--- config.mk ---
export PLATFORM = sky130hd
export DESIGN_NAME = nfi_div
export DESIGN_NICKNAME = d
export VERILOG_FILES = /design/src/sv/nfi_pkg.sv /design/src/sv/nfi_div.sv
export SDC_FILE = /design/constraint.sdc
export NUM_CORES = 2
export LEC_CHECK = 0
export BUFFER_PORTS_ARGS = -buffer_cell sky130_fd_sc_hd__buf_2
export CAP_MARGIN = 20
export CORE_ASPECT_RATIO = 0.9
export CORE_MARGIN = 2
export CORE_UTILIZATION = 55
export DETAILED_ROUTE_END_ITERATION = 6
export GPL_ROUTABILITY_DRIVEN = 0
export PLACE_DENSITY = 0.84
export SYNTH_ARGS = -nofsm -noshare
export SYNTH_HDL_FRONTEND = slang
export SYNTH_MEMORY_MAX_BITS = 65536
export SYNTH_SLANG_ARGS = --single-unit
--- constraint.sdc ---
create_clock -name clk -period 3.1 [get_ports clk]
set_clock_uncertainty 0.05 [all_clocks]
set_input_delay 0.155 -clock clk [delete_from_list [all_inputs] [get_ports clk]]
set_output_delay 0.155 -clock clk [all_outputs]
set_load 0.02 [all_outputs]
--- src/sv/nfi_pkg.sv ---
// Package for negative film inversion: widths, latencies, register indexes,
// fixed-point constants and output saturation. No dependencies.
package nfi_pkg;

	localparam int FRAC_BITS_DEF = 16;
	localparam int DIV_W = 48;
	localparam int DIV_LAT = DIV_W;
	localparam int POW_LAT = 10;
	localparam int DLY_LAT = DIV_LAT + POW_LAT;
	localparam int OUT_LAT = DLY_LAT + 1;
	localparam int POW_W = 26;
	localparam int SUM_W = 34;

	localparam logic [POW_W-1:0] POW_CAP = POW_W'(1) << (POW_W - 1);
	localparam logic [31:0] LOG_BODGE_Q32 = 32'd1488665730;
	localparam logic [31:0] EXP_BODGE_Q32 = 32'd1459043340;

	localparam logic [2:0] REG_ENABLE     = 3'd0;
	localparam logic [2:0] REG_BASE_RED   = 3'd1;
	localparam logic [2:0] REG_BASE_GREEN = 3'd2;
	localparam logic [2:0] REG_BASE_BLUE  = 3'd3;
	localparam logic [2:0] REG_LIGHT      = 3'd4;
	localparam logic [2:0] REG_GREEN_EXP  = 3'd5;
	localparam logic [2:0] REG_BLUE_EXP   = 3'd6;

	typedef struct packed {
		logic        vld;
		logic        en;
		logic [2:0]  zero;
		logic [15:0] r;
		logic [15:0] g;
		logic [15:0] b;
	} nfi_side_t;

	function automatic logic [23:0] sat24(input logic signed [SUM_W-1:0] v);
		logic [23:0] res;
		if (v > 34'sd8388607) begin
			res = 24'h7FFFFF;
		end else if (v < -34'sd8388608) begin
			res = 24'h800000;
		end else begin
			res = v[23:0];
		end
		return res;
	endfunction

endpackage

--- src/sv/nfi_div.sv ---
// Pipelined restoring divider, one quotient bit per stage: (num << 32) / den.
// Depends on nfi_pkg.
module nfi_div (
	input  logic                      clk,
	input  logic [15:0]               num,
	input  logic [15:0]               den,
	output logic [nfi_pkg::DIV_W-1:0] quo
);
	import nfi_pkg::*;

	logic [15:0]      rem_s [DIV_W];
	logic [DIV_W-1:0] quo_s [DIV_W];
	logic [15:0]      num_s [DIV_W];
	logic [15:0]      den_s [DIV_W];

	for (genvar i = 0; i < DIV_W; i++) begin : g_stg
		logic [15:0]      rem_in;
		logic [15:0]      num_in;
		logic [15:0]      den_in;
		logic [DIV_W-1:0] quo_in;
		logic [16:0]      trial;
		logic             ge;
		if (i == 0) begin : g_first
			assign rem_in = '0;
			assign quo_in = '0;
			assign num_in = num;
			assign den_in = den;
		end else begin : g_next
			assign rem_in = rem_s[i-1];
			assign quo_in = quo_s[i-1];
			assign num_in = num_s[i-1];
			assign den_in = den_s[i-1];
		end
		assign trial = {rem_in, num_in[15]};
		assign ge = trial >= {1'b0, den_in};
		always_ff @(posedge clk) begin
			rem_s[i] <= ge ? 16'(trial - {1'b0, den_in}) : trial[15:0];
			quo_s[i] <= {quo_in[DIV_W-2:0], ge};
			num_s[i] <= {num_in[14:0], 1'b0};
			den_s[i] <= den_in;
		end
	end

	assign quo = quo_s[DIV_W-1];

endmodule

* Word-level counts from Yosys, hierarchy flattened *
Memory sizes are Yosys's and may differ from the RTL's.
Index checks and enable logic that the tools add are counted.

cells by class
  add/subtract/negate cells = 48
  $lt $le $gt $ge = 48
  mux-type cells = 48

operators with widths
  operator          number
  $ge A17 B16 Y1    47
  $mux W16          48
  $sub A16 B16 Y16  47
  $ge A1 B16 Y1     1
  $sub A1 B16 Y16   1

word-level totals
  flip-flop bits (word level) = 0
  RAM bits = 4560
  output and inout port bits = 48
  memories = 4

memories
  name   depth  width  rd ports  clocked after Yosys merged registers in  wr ports  RTL line       source
  quo_s  48     48     48        0                                        48        nfi_div.sv:12  logic [DIV_W-1:0] quo_s [DIV_W];
  den_s  48     16     47        0                                        48        nfi_div.sv:14  logic [15:0] den_s [DIV_W];
  rem_s  48     16     47        0                                        48        nfi_div.sv:11  logic [15:0] rem_s [DIV_W];
  num_s  48     15     47        0                                        48        nfi_div.sv:13  logic [15:0] num_s [DIV_W];

* Logic depth before layout (Yosys ltp) *
An unclocked memory read counts as a cell.

  depth after elaboration = 3
  mapped depth = 13

* Least setup slack after synthesis *
OpenSTA, ideal clock, no wires.

  path type = reg-to-reg
  start point = mem den_s[7][1] (netlist: den_s[0][113])
  end point = mem rem_s[8][8] (netlist: rem_s[0][136])
  library setup time = 121 ps
  arrival = 2736 ps
  data required time = 2929 ps
  slack = 193 ps
  cell stages (with the launch flop) = 12
  buffers on the path = 1
  path through = dfxtp_1 inv_1 ha_1 nor2b_1 o211a_1 a2111oi_0 o31a_1 o21ai_0 o21ai_0 a22oi_2 buf_4 mux2_2

RTL lines
  item                RTL line
  start: declaration  nfi_div.sv:14
  end: declaration    nfi_div.sv:11

==> impl_metrics.json <==
{
  "num-fill-cells": 13497,
  "syn_area_per_cell_um2": 10.95,
  "cts-buffers-inserted": 286,
  "fin_nets": 10536,
  "tightest_slew_ns": 0.9243,
  "ys_types": 86,
  "io_pins": 81,
  "fp.coreArea_um2": 183100,
  "synth-main-ff-cell": "dfxtp_1",
  "critPathSlowestCell": "o211ai_1",
  "hold_viol_final": 0,
  "fin_crit_sh_pct": 98.66,
  "vias": 66599,
  "grt_max_degree": 29,
  "synth_fp_nets": 10072,
  "fin_crit_ns": 3.059,
  "syn_inst": 9240,
  "via_per_inst": 5.408,
  "grtUsageTotal_pct": 19.96,
  "drc": 3,
  "yosysMostFrequentCell": "dfxtp_1",
  "place_inst": 11740,
  "wl_mm": 192.8,
  "yosys-top-cells-count": "dfxtp_1, inv_1, ha_1",
  "synth_edf_count": 0,
  "relSlewSlack_pct": 37.73,
  "status": "complete, but fails checks",
  "area_growth_pct": 14.60,
  "port_buffers": 80,
  "crit_fanout": 28,
  "cts_sinks": 2800,
  "place_hpwl_mm": 133.4,
  "violations": "DRC",
  "cts_root_buf": "clkbuf_16",
  "tritoncts": "built",
  "ant_nets": 0,
  "overflow": 0,
  "num_rows": 149,
  "antenna_cells": 0,
  "worstSetupPathType": "reg2reg",
  "start_kind": "register",
  "stdcell_count": 12316,
  "maxSlewViolCount": 0,
  "worstPathRequired_ns": 3.87,
  "antenna_found_initial": 2,
  "cellLeakagePower_nw": 52.34,
  "ir_worst_vdd_uv": 770.9,
  "critical_path_arrival_ns": 3.83,
  "yosysTopAreaCell": "dfxtp_1",
  "hold_path.class": "in2reg",
  "synth_top_area_share_pct": 55.38,
  "synth_area_leaders": "dfxtp_1, ha_1, mux2_2",
  "drt_iter0_markers": 4654,
  "clock_path_buffers": 4,
  "critPathCaptureType": "register",
  "clock.fmax_ghz": 0.3270,
  "setup_violations": 0,
  "rsz0062_at_grt": "true",
  "initial_utilization_pct": 55.28,
  "yosys_warnings": 0,
  "cpPeakStageDelay_ns": 0.48,
  "powerDensity_nw_per_um2": 1138,
  "cap_viol_max_count": 0,
  "synthArstFlopShare_pct": 0,
  "drtPass1Iterations": 7,
  "avgRoutedWirePerCell_um": 15.65,
  "seq_area_frac_synth_pct": 55.38,
  "dieArea_um2": 187500,
  "grt_pass1_vias": 66524,
  "final_layout_size_suffix_gt1_share_pct": 13.15,
  "insertion_delay_ns": 0.95,
  "synth-seq-cells": 2800,
  "clk_pin_slew_ns": 0.06,
  "htree_levels": 5,
  "die_y_um": 411.0,
  "grt_pass1_wl_mm": 316.8,
  "synth_area_um2": 101200,
  "totalPowerFinal_mw": 132.0,
  "dieWidth_um": 456.2,
  "path_cells": "inv_1 > ha_1 > nor2b_1 > o21ai_0 > a21boi_0 > o211ai_1 > a21oi_1 > a41oi_2 > buf_12 > mux2_2"
}
-- sequential cells by signal (all words and copies together) (netlist names) --
| signal | count |
|---|---|
| num_s | 120 |
| den_s | 752 |
| quo_s | 1176 |
| rem_s | 752 |
-- critical path: cells and delay by family (launching register included) --
| family | cells | cell delay [ns] |
|---|---|---|
| AO/OA/AOI/OAI | 5 | 1.43 |
| adder cells (fa/ha/maj) | 1 | 0.30 |
| buffers and inverters | 2 | 0.27 |
| flip-flops | 1 | 0.42 |
| multiplexers | 1 | 0.34 |
| AND/OR/NAND/NOR | 1 | 0.14 |
-- power breakdown --
group | internal, mW | switching [mW] | leakage, nW
clock network | 20.6 | 13.7 | 4.61
registers | 46.0 | 4.11 | 23.4
logic | 22.8 | 24.9 | 24.3
-- final timing paths --
kind / start / to / slack, ns / cells after the start
min reg2reg: quo_s[42][13] / quo_s[43][14] / 0.23 / 0
min: den[1] / rem_s[0][3] / 0.07 / 3
max: den_s[2][193] / rem_s[2][212] / 0.04 / 10
max reg2reg: den_s[2][193] / rem_s[2][212] / 0.04 / 10
-- cells in the final DEF (no fill, tap or decap), drive strengths merged, types with 110 or more instances in the layout --
master | Yosys | final
inv | 944 | 947
dfxtp | 2800 | 2800
nor2b | 145 | 145
o21a | 110 | 110
nand3 | 129 | 129
nand2 | 420 | 420
a21o | 152 | 152
buf | 47 | 206
mux2 | 500 | 500
ha | 753 | 753
nor2 | 482 | 482
xor2 | 141 | 141
xnor2 | 330 | 330
clkbuf | 51 | 379
o21ai | 371 | 371
a21oi | 421 | 421
nor3 | 173 | 173
-- routing by layer --
layer	track usage (%)	vias up	share of wire [%]
li1	-	32733	-
met1	25.33	31437	44
met2	34.03	1908	47
met3	3.562	521	5.4
met4	7.332	0	3.0
met5	0	-	0
-- stage by stage --
step / util, % / worst slack [ns] / TNS [ns] / hold slack [ns] / cell area (µm²)
2_1_floorplan: - / 0.1932 / 0 / 0.1327 / 101200
3_3_place_gp: 57.45 / -0.2423 / -3.384 / 0.2073 / 105200
3_5_place_dp: 57.45 / -0.2749 / -5.094 / 0.2086 / 105200
4_1_cts: 63.04 / 0.001669 / 0 / 0.004908 / 115400
5_1_grt: 63.35 / -0.03686 / -0.3873 / 0.05807 / 116000
6_report: 63.35 / 0.04146 / 0 / 0.07311 / 116000
-- cell families after synthesis --
logic type,synth area share [%]
AOI/OAI and AO/OA,10.99
adders and majority gates,10.22
xor gates and xnor gates,4.076
buffers and inverters,3.959
and+or+nand+nor,9.172
muxes,6.199
DFF,55.38
-- cell type report --
type,count,area (µm²),share of cell area (%)
Inverter,944,3558,3.068
Clock inverter,106,1376,1.187
Timing Repair inverter,2,15.01,0.01295
Multi-Input combinational cell,5399,41600,35.86
Tap cell,2416,3023,2.606
Sequential cell,2800,56060,48.33
Clock buffer,378,8092,6.976
Timing Repair Buffer,271,2265,1.953
-- what timing repair did --
action | 4_1_cts | 5_1_grt
resized for setup | 18 | 96
gates cloned | 1 | 2
pin swaps | 3 | 20
setup endpoints to repair | 84 | 392
hold buffers | 64 | 0
setup buffers | 4 | 21
endpoints found under the hold margin | 48 | 0
Power figures use the tool's default switching activity.
