### config.mk
export PLATFORM = sky130hd
export DESIGN_NAME = nfi_pow
export DESIGN_NICKNAME = d
export VERILOG_FILES = /design/src/sv/nfi_pkg.sv /design/src/sv/nfi_pow.sv
export SDC_FILE = /design/constraint.sdc
export NUM_CORES = 2
export LEC_CHECK = 0
export BUFFER_PORTS_ARGS = -buffer_cell sky130_fd_sc_hd__buf_2
export CORE_ASPECT_RATIO = 0.6
export CORE_MARGIN = 10
export CORE_UTILIZATION = 55
export DETAILED_ROUTE_END_ITERATION = 8
export PLACE_DENSITY = 0.69
export SLEW_MARGIN = 15
export SYNTH_ARGS = -nofsm -noshare
export SYNTH_HDL_FRONTEND = slang
export SYNTH_SLANG_ARGS = --single-unit
### constraint.sdc
create_clock -name clk -period 19.64 [get_ports clk]
set_input_delay 3.928 -clock clk [delete_from_list [all_inputs] [get_ports clk]]
set_output_delay 3.928 -clock clk [all_outputs]
set_load 0.01 [all_outputs]
### src/sv/nfi_pkg.sv
// Package for negative film inversion: widths, latencies, register indexes,
// fixed-point constants and output saturation. No dependencies.
package nfi_pkg;

	localparam int FRAC_BITS_DEF = 16;
	localparam int DIV_W = 48;
	localparam int DIV_LAT = DIV_W;
	localparam int POW_LAT = 10;
	localparam int DLY_LAT = DIV_LAT + POW_LAT;
	localparam int OUT_LAT = DLY_LAT + 1;
	localparam int POW_W = 26;
	localparam int SUM_W = 34;

	localparam logic [POW_W-1:0] POW_CAP = POW_W'(1) << (POW_W - 1);
	localparam logic [31:0] LOG_BODGE_Q32 = 32'd1488665730;
	localparam logic [31:0] EXP_BODGE_Q32 = 32'd1459043340;

	localparam logic [2:0] REG_ENABLE     = 3'd0;
	localparam logic [2:0] REG_BASE_RED   = 3'd1;
	localparam logic [2:0] REG_BASE_GREEN = 3'd2;
	localparam logic [2:0] REG_BASE_BLUE  = 3'd3;
	localparam logic [2:0] REG_LIGHT      = 3'd4;
	localparam logic [2:0] REG_GREEN_EXP  = 3'd5;
	localparam logic [2:0] REG_BLUE_EXP   = 3'd6;

	typedef struct packed {
		logic        vld;
		logic        en;
		logic [2:0]  zero;
		logic [15:0] r;
		logic [15:0] g;
		logic [15:0] b;
	} nfi_side_t;

	function automatic logic [23:0] sat24(input logic signed [SUM_W-1:0] v);
		logic [23:0] res;
		if (v > 34'sd8388607) begin
			res = 24'h7FFFFF;
		end else if (v < -34'sd8388608) begin
			res = 24'h800000;
		end else begin
			res = v[23:0];
		end
		return res;
	endfunction

endpackage

### src/sv/nfi_pow.sv
// Fast power (ratio ^ exponent) by approximate log2, multiply, approximate exp2.
// Ten register stages; result in Q.16 clamped to POW_CAP. Depends on nfi_pkg.
module nfi_pow #(
	parameter int FRAC_BITS = nfi_pkg::FRAC_BITS_DEF
) (
	input  logic                      clk,
	input  logic                      arst_n,
	input  logic [nfi_pkg::DIV_W-1:0] q,
	input  logic [15:0]               expo,
	output logic [nfi_pkg::POW_W-1:0] pow
);
	import nfi_pkg::*;

	localparam int F  = FRAC_BITS;
	localparam int LW = F + 8;
	localparam int PW = LW + 17;
	localparam int ZW = PW - 12;

	logic [POW_LAT-2:0] qz_s;

	// stage 1: coarse normalize
	logic [63:0] x0, x1, x2, x3;
	logic [2:0]  lzh;
	logic [63:0] x_s1;
	logic [2:0]  lzh_s1;

	assign x0 = 64'(q);
	assign lzh[2] = x0[63:32] == '0;
	assign x1 = lzh[2] ? (x0 << 32) : x0;
	assign lzh[1] = x1[63:48] == '0;
	assign x2 = lzh[1] ? (x1 << 16) : x1;
	assign lzh[0] = x2[63:56] == '0;
	assign x3 = lzh[0] ? (x2 << 8) : x2;

	// stage 2: fine normalize
	logic [63:0] y1, y2, y3;
	logic [2:0]  lzl;
	logic [5:0]  lz;
	logic [F-1:0] f_s2, f_s3, f_s4;
	logic [5:0]   p_s2, p_s3, p_s4;

	assign lzl[2] = x_s1[63:60] == '0;
	assign y1 = lzl[2] ? (x_s1 << 4) : x_s1;
	assign lzl[1] = y1[63:62] == '0;
	assign y2 = lzl[1] ? (y1 << 2) : y1;
	assign lzl[0] = !y2[63];
	assign y3 = lzl[0] ? (y2 << 1) : y2;
	assign lz = {lzh_s1, lzl};

	// stages 3 to 5: log2
	logic [2*F-1:0]  ff_s3;
	logic [F-1:0]    t;
	logic [F+31:0]   lb_s4;
	logic signed [7:0]    ip;
	logic signed [LW-1:0] lg;
	logic signed [LW-1:0] lg_s5;

	assign t = f_s3 - ff_s3[2*F-1:F];
	assign ip = $signed(8'({2'b0, p_s4}) - 8'd32);
	assign lg = $signed({ip, {F{1'b0}}}) + $signed(LW'(f_s4)) + $signed(LW'(lb_s4[F+31:32]));

	// stages 6 to 9: scale by exponent, exp2
	logic signed [PW-1:0] prod_s6;
	logic [ZW-1:0]        z;
	logic [ZW-1:0]        z_s7, z_s8;
	logic [2*F-1:0]       yy_s7;
	logic [F-1:0]         t2;
	logic [F+31:0]        eb_s8;
	logic [ZW-1:0]        w;
	logic signed [13:0]   sh;
	logic [F:0]           mant_s9;
	logic signed [13:0]   sh_s9;

	assign z = prod_s6[PW-1:12];
	assign t2 = z_s7[F-1:0] - yy_s7[2*F-1:F];
	assign w = z_s8 - ZW'(eb_s8[F+31:32]);
	assign sh = $signed(14'($signed(w[ZW-1:F]))) + $signed(14'(16 - F));

	// stage 10: shift into Q.16 and clamp
	logic [F+23:0]  lsh;
	logic [F:0]     rsh;
	logic [13:0]    nsh;
	logic [POW_W-1:0] pow_s10;

	assign lsh = (F+24)'(mant_s9) << sh_s9[4:0];
	assign nsh = 14'(-sh_s9);
	assign rsh = mant_s9 >> nsh;

	always_ff @(posedge clk or negedge arst_n) begin
		if (!arst_n) begin
			qz_s <= '0;
		end else begin
			qz_s <= {qz_s[POW_LAT-3:0], q == '0};
		end
	end

	always_ff @(posedge clk) begin
		x_s1 <= x3;
		lzh_s1 <= lzh;
		f_s2 <= y3[62 -: F];
		p_s2 <= 6'd63 - lz;
		ff_s3 <= (2*F)'(f_s2) * (2*F)'(f_s2);
		f_s3 <= f_s2;
		p_s3 <= p_s2;
		lb_s4 <= (F+32)'(t) * (F+32)'(LOG_BODGE_Q32);
		f_s4 <= f_s3;
		p_s4 <= p_s3;
		lg_s5 <= lg;
		prod_s6 <= $signed(PW'(lg_s5)) * $signed(PW'({1'b0, expo}));
		z_s7 <= z;
		yy_s7 <= (2*F)'(z[F-1:0]) * (2*F)'(z[F-1:0]);
		z_s8 <= z_s7;
		eb_s8 <= (F+32)'(t2) * (F+32)'(EXP_BODGE_Q32);
		mant_s9 <= {1'b1, w[F-1:0]};
		sh_s9 <= sh;
		if (qz_s[POW_LAT-2]) begin
			pow_s10 <= '0;
		end else if (sh_s9 >= 14'sd24) begin
			pow_s10 <= POW_CAP;
		end else if (sh_s9 >= 14'sd0) begin
			pow_s10 <= ((lsh >> (POW_W - 1)) != '0) ? POW_CAP : lsh[POW_W-1:0];
		end else begin
			pow_s10 <= POW_W'(rsh);
		end
	end

	assign pow = pow_s10;

endmodule

After elaboration in Yosys (flattened, before gate mapping)
Cells that the tools add are included.
{"block": "totals", "elab_cells": 60, "memories": 0, "mem_bits_ro": 0, "input_bits": 66, "latch_bits": 0, "register_bits": 475, "mem_bits_rw": 0}
{"block": "op_classes", "shifts": 2, "n_eq_ne": 0, "n_mul": 5, "reduce_logical": 10, "addsub": 8, "mux": 9, "magnitude_cmp": 2, "n_div": 0, "bitwise_logic": 1}
{"cell": "2-to-1 mux 64 bit", "n": 5}
{"cell": "2-to-1 mux 26 bit", "n": 3}
{"cell": "multiplier 16 x 16 -> 32 bit", "n": 2}
{"cell": "2-to-1 mux 63 bit", "n": 1}
{"cell": "zero test 48 bit", "n": 1}
{"cell": "multiplier 16 x 30 -> 46 bit (second input constant)", "n": 1}
{"cell": "multiplier 16 x 29 -> 45 bit (second input constant)", "n": 1}
{"cell": "multiplier 24 x 17 -> 41 bit", "n": 1}
{"cell": "nonzero test 40 bit", "n": 1}
{"cell": "<< shifter 17 x 5 -> 40 bit", "n": 1}
{"cell": "zero test 32 bit", "n": 1}
{"cell": "subtractor 16 bit", "n": 2}
{"cell": "subtractor 29 x 15 -> 29 bit", "n": 1}
{"cell": "adder 23 x 17 -> 24 bit", "n": 1}
{"cell": "adder 24 x 16 -> 24 bit", "n": 1}
{"cell": "right shift 17 x 14 -> 17 bit", "n": 1}
{"cell": "zero test 16 bit", "n": 1}
{"cell": "negator 13 -> 14 bit", "n": 1}
{"cell": ">= comparator 13 x 1 -> 1 bit (second input constant)", "n": 1}
{"cell": ">= comparator 13 x 6 -> 1 bit (second input constant)", "n": 1}
{"cell": "zero test 8 bit", "n": 1}
{"cell": "subtractor 6 x 6 -> 7 bit (second input constant)", "n": 1}
{"cell": "subtractor 6 bit (first input constant)", "n": 1}
{"cell": "zero test 4 bit", "n": 1}
{"cell": "other kinds (5)", "n": 5}

Depth between registers and ports, before layout
{"block": "logic_depth", "ltp_word": 6, "mapped_depth": 40}

Worst setup path before layout
No wires, ideal clock.
{"block": "synth_path", "kind": "input-to-reg", "startpoint": "input port expo[2]", "endpoint": "register prod_s6[39]", "path_stages": 24, "t_arrival_ps": 9740, "setup_slack_ps": 9827, "path_cell_list": "clkbuf_1 > and2_1 > fa_1 > inv_1 > fa_1 > inv_1 > ha_1 > fa_1 > inv_1 > fa_1 > fa_1 > inv_1 > ha_1 > and3_1 > a221o_1 > a31o_1 > a211o_1 > a221o_2 > a21o_2 > nand3_2 > a21oi_2 > or3_4 > a21oi_2 > xnor2_1"}
{"block": "synth_via", "elab_chain_len": 1}
{"element": "start, declared", "line_no": "nfi_pow.sv:9", "source": "input logic [15:0] expo,"}
{"element": "multiplier 24 x 17 -> 41 bit", "line_no": "nfi_pow.sv:109", "source": "prod_s6 <= $signed(PW'(lg_s5)) * $signed(PW'({1'b0, expo}));"}
{"element": "end signal, assigned", "line_no": "nfi_pow.sv:109"}
{"element": "end, declared", "line_no": "nfi_pow.sv:63", "source": "logic signed [PW-1:0] prod_s6;"}
No other way between the ends.
A chain may end at the register's enable or synchronous reset.

==> metrics.md <==
| Metric | Value |
|---|---|
| Status | `completed` |
| Maximum clock rate | `between 90 and 100 MHz` |
| Syn Inst Count | `5573` |
| Starting Density | `55.8%` |
| Post-synth cell types | `86` |
| Max incr delay on CP | `around 0.6 ns` |
| Largest net degree at the start of global routing | `46` |
| Crit Path Max Fanout | `8` |
| R2R depth | `38` |
| Nets@finish | `roughly 7400` |
| Critical path's slowest cell | `fa_1` |
| Die ar. | `109000 um^2` |
| CTS H-Tree Depth | `2` |
| Register clock-pin slew on the reported worst setup and hold paths | `0.07 ns` |
| Worst reg2reg path startpoint | `ff_s3[0]$_DFF_P_` |
| Vias in the first global route | `37800` |
| Hold path startpoint | `p_s3[4]$_DFF_P_` |
| Slew margin rel. | `22.3%` |
| Congestion Overflow GR | `0` |
| Pins over their slew limit | `0` |
| First-pass GRT wire length | `approximately 220000 um` |
| Ports | `92` |
| Kind of end point of the critical path | `register` |
| Die Y | `around 260 um` |
| Hold Path Stages | `0` |
| Synthesized flop and latch total | `330` |
| CP Class | `reg -> reg` |
| Hold Path Sink | `p_s4[4]$_DFF_P_` |
| Biggest area consumer among synthesized cells | `fa_1` |
| # resized after CTS | `0` |
| R2r endpoint | `lb_s4[46]$_DFF_P_` |
| Clock latency on the worst-skew pair | `0.60 ns` |
| Filler cell count | `8210` |
| Root Buffer | `clkbuf_16` |
| WL final | `about 130000 um` |
| Core area | `94700 um^2` |
| Syn Nets | `roughly 7300` |
| DR pass1 iterations | `6` |
| Post-synth EDFFs | `0` |
| Gr usage total | `between 20% and 30%` |
| Top cell type's share of synthesized area | `38.4%` |
| Hold Path Class | `reg -> reg` |
| Unrepaired setup endpoints after global routing | `no` |
| WL/cell | `19.4 um` |
| Detail Route Antenna Nets | `0` |
| Detailed-route DRC error count | `0` |
| Async S/R FF share, synth | `2.73%` |
| Syn. warnings | `0` |
| Critical Path Start Type | `register` |
| Antenna Diode Count | `0` |
| P&R area growth vs syn | `5.73%` |
| Post-CTS Repair Setup Buffers | `0` |
| Vias | `around 37000` |
| Worst endpoint data arrival time | `10.51 ns` |
| Worst path required time | `20.08 ns` |
| Tmin final | `about 10 ns` |
| Max cap viols | `0` |
| Clock sink total | `330` |
| Reg2Reg Setup Slack | `9.58 ns` |
| Sequential fraction of the synthesis area | `12.6%` |
| Clock skew | `roughly 0.046 ns` |
| Setup TNS | `0 ns` |
| Cts hold-fix bufs | `0` |
| Most frequent cells in the layout | `inv_1, fa_1, ha_1` |
| Site row count | `87` |
| CTS tree | `built` |
| Mean Syn Cell Area | `9.49 um^2` |
| Main synth FF type | `dfxtp_1` |
| Worst-Margin Slew | `1.17 ns` |
| 1st-iter DRT viols | `around 3400` |
| Width of the die | `420 um` |
| Area of the mapped netlist | `approximately 53000 um^2` |
| Fin. Hold Viols | `0` |
| Crit share post-route | `51.2%` |
| IO buf count | `91` |
| Clock buffer depth | `3` |
| Vias per cell | `5.35` |
| Top cells by area, synth | `fa_1, ha_1, dfxtp_1` |
| HPWL after detailed placement | `112000 um` |
| Most common cell after layout, fill and taps aside | `inv_1` |
| Layout cell share with drive strength beyond 1 | `4.53%` |
| CTS Buf Count | `34` |
| Routability cong. | `0.954` |
| Final setup viols | `0` |
| CP dominant cell by count | `fa_1` |
| Initial antenna violation count | `12` |
final cells by class:
| cell class | instances | area [um^2] | area share (%) |
|---|---|---|---|
| tap | 1246 | 1560 | 2.79 |
| sequential | 330 | 6650 | 11.9 |
| clock inverter | 15 | 278 | 0.497 |
| timing repair buffer | 130 | 748 | 1.34 |
| inverter | 1438 | 5400 | 9.65 |
| clock buffer | 45 | 953 | 1.70 |
| multi-input combinational | 3668 | 40300 | 72.1 |
cells in the mapped netlist (33+ instances only):
master    count
nand3_1      33
a21o_1       49
nor3_1       40
nor2_1      200
inv_1      1433
and2_1      266
ha_1        670
o21ai_0     116
fa_1       1014
clkbuf_1    119
xnor2_1     102
mux2i_1      61
a21oi_1     160
dfxtp_1     321
nor2b_1      37
nand2_1     471
xor2_1       76
a211oi_1     33
worst max-delay path, delay by kind of cell (launching register included):
family	cells	cell delay (ns)
AOI/OAI and AO/OA	19	4.34
xor gates and xnor gates	2	0.34
adders and majority gates	9	3.98
buffers and inverters	7	0.57
DFF	1	0.33
and+or+nand+nor	1	0.35
how the worst max path moves through the flow:
stage / startpoint / to / depth (start not counted) / slack (ns)
finish: ff_s3[0]$_DFF_P_ / lb_s4[46]$_DFF_P_ / 38 / 9.58
global route: ff_s3[0]$_DFF_P_ / lb_s4[46]$_DFF_P_ / 38 / 9.03
CTS: ff_s3[0]$_DFF_P_ / lb_s4[46]$_DFF_P_ / 38 / 9.69
detailed placement: expo[2] / prod_s6[39]$_DFF_P_ / 25 / 9.19
global placement: expo[2] / prod_s6[39]$_DFF_P_ / 23 / 9.21
floorplan: expo[2] / prod_s6[39]$_DFF_P_ / 24 / 9.83
flip-flops by register name (all words and copies together) (netlist names):
signal	flops
pow	26
z_s7	28
mant_s9	16
p_s2	6
f_s3	15
ff_s3	17
qz_s	9
f_s4	16
f_s2	16
lzh_s1	3
yy_s7	17
eb_s8	15
x_s1	24
lb_s4	15
z_s8	29
p_s3	6
prod_s6	29
p_s4	6
lg_s5	24
sh_s9	13
per-stage QoR:
stage	instance area [um^2]	hold slack [ns]	std cells	utilization, %	setup WS (ns)
5_1_grt	55900	0.328	6872	59.0	9.03
2_1_floorplan	52900	0.310	5573	-	9.83
6_report	55900	0.318	6872	59.0	9.58
4_1_cts	55900	0.317	6872	59.0	9.69
3_3_place_gp	54700	0.310	6812	57.7	9.21
3_5_place_dp	54700	0.312	6812	57.7	9.19
kinds of logic (layout without fill, tap and decap cells):
logic type	count (synthesis)	in the layout	synth area share (%)
flops	330	330	12.6
xor+xnor	178	178	2.95
mux	91	91	1.86
simple gates	1180	1180	10.7
fa+ha+maj	1684	1684	54.2
compound gates	535	535	6.47
buf+inv	1575	1628	11.2
per-layer routing:
layer | part of all wire, % | GRT usage [%] | vias up
met1 | 49 | 40.5 | 18000
met3 | 13 | 8.57 | 121
met5 | 0.010 | 0 | -
met2 | 37 | 31.9 | 1609
li1 | - | - | 17000
met4 | 1.0 | 2.81 | 2
Power is left out: the tool's default activity adds up to more than one toggle a clock period on the data nets, which glitch-free logic cannot reach.
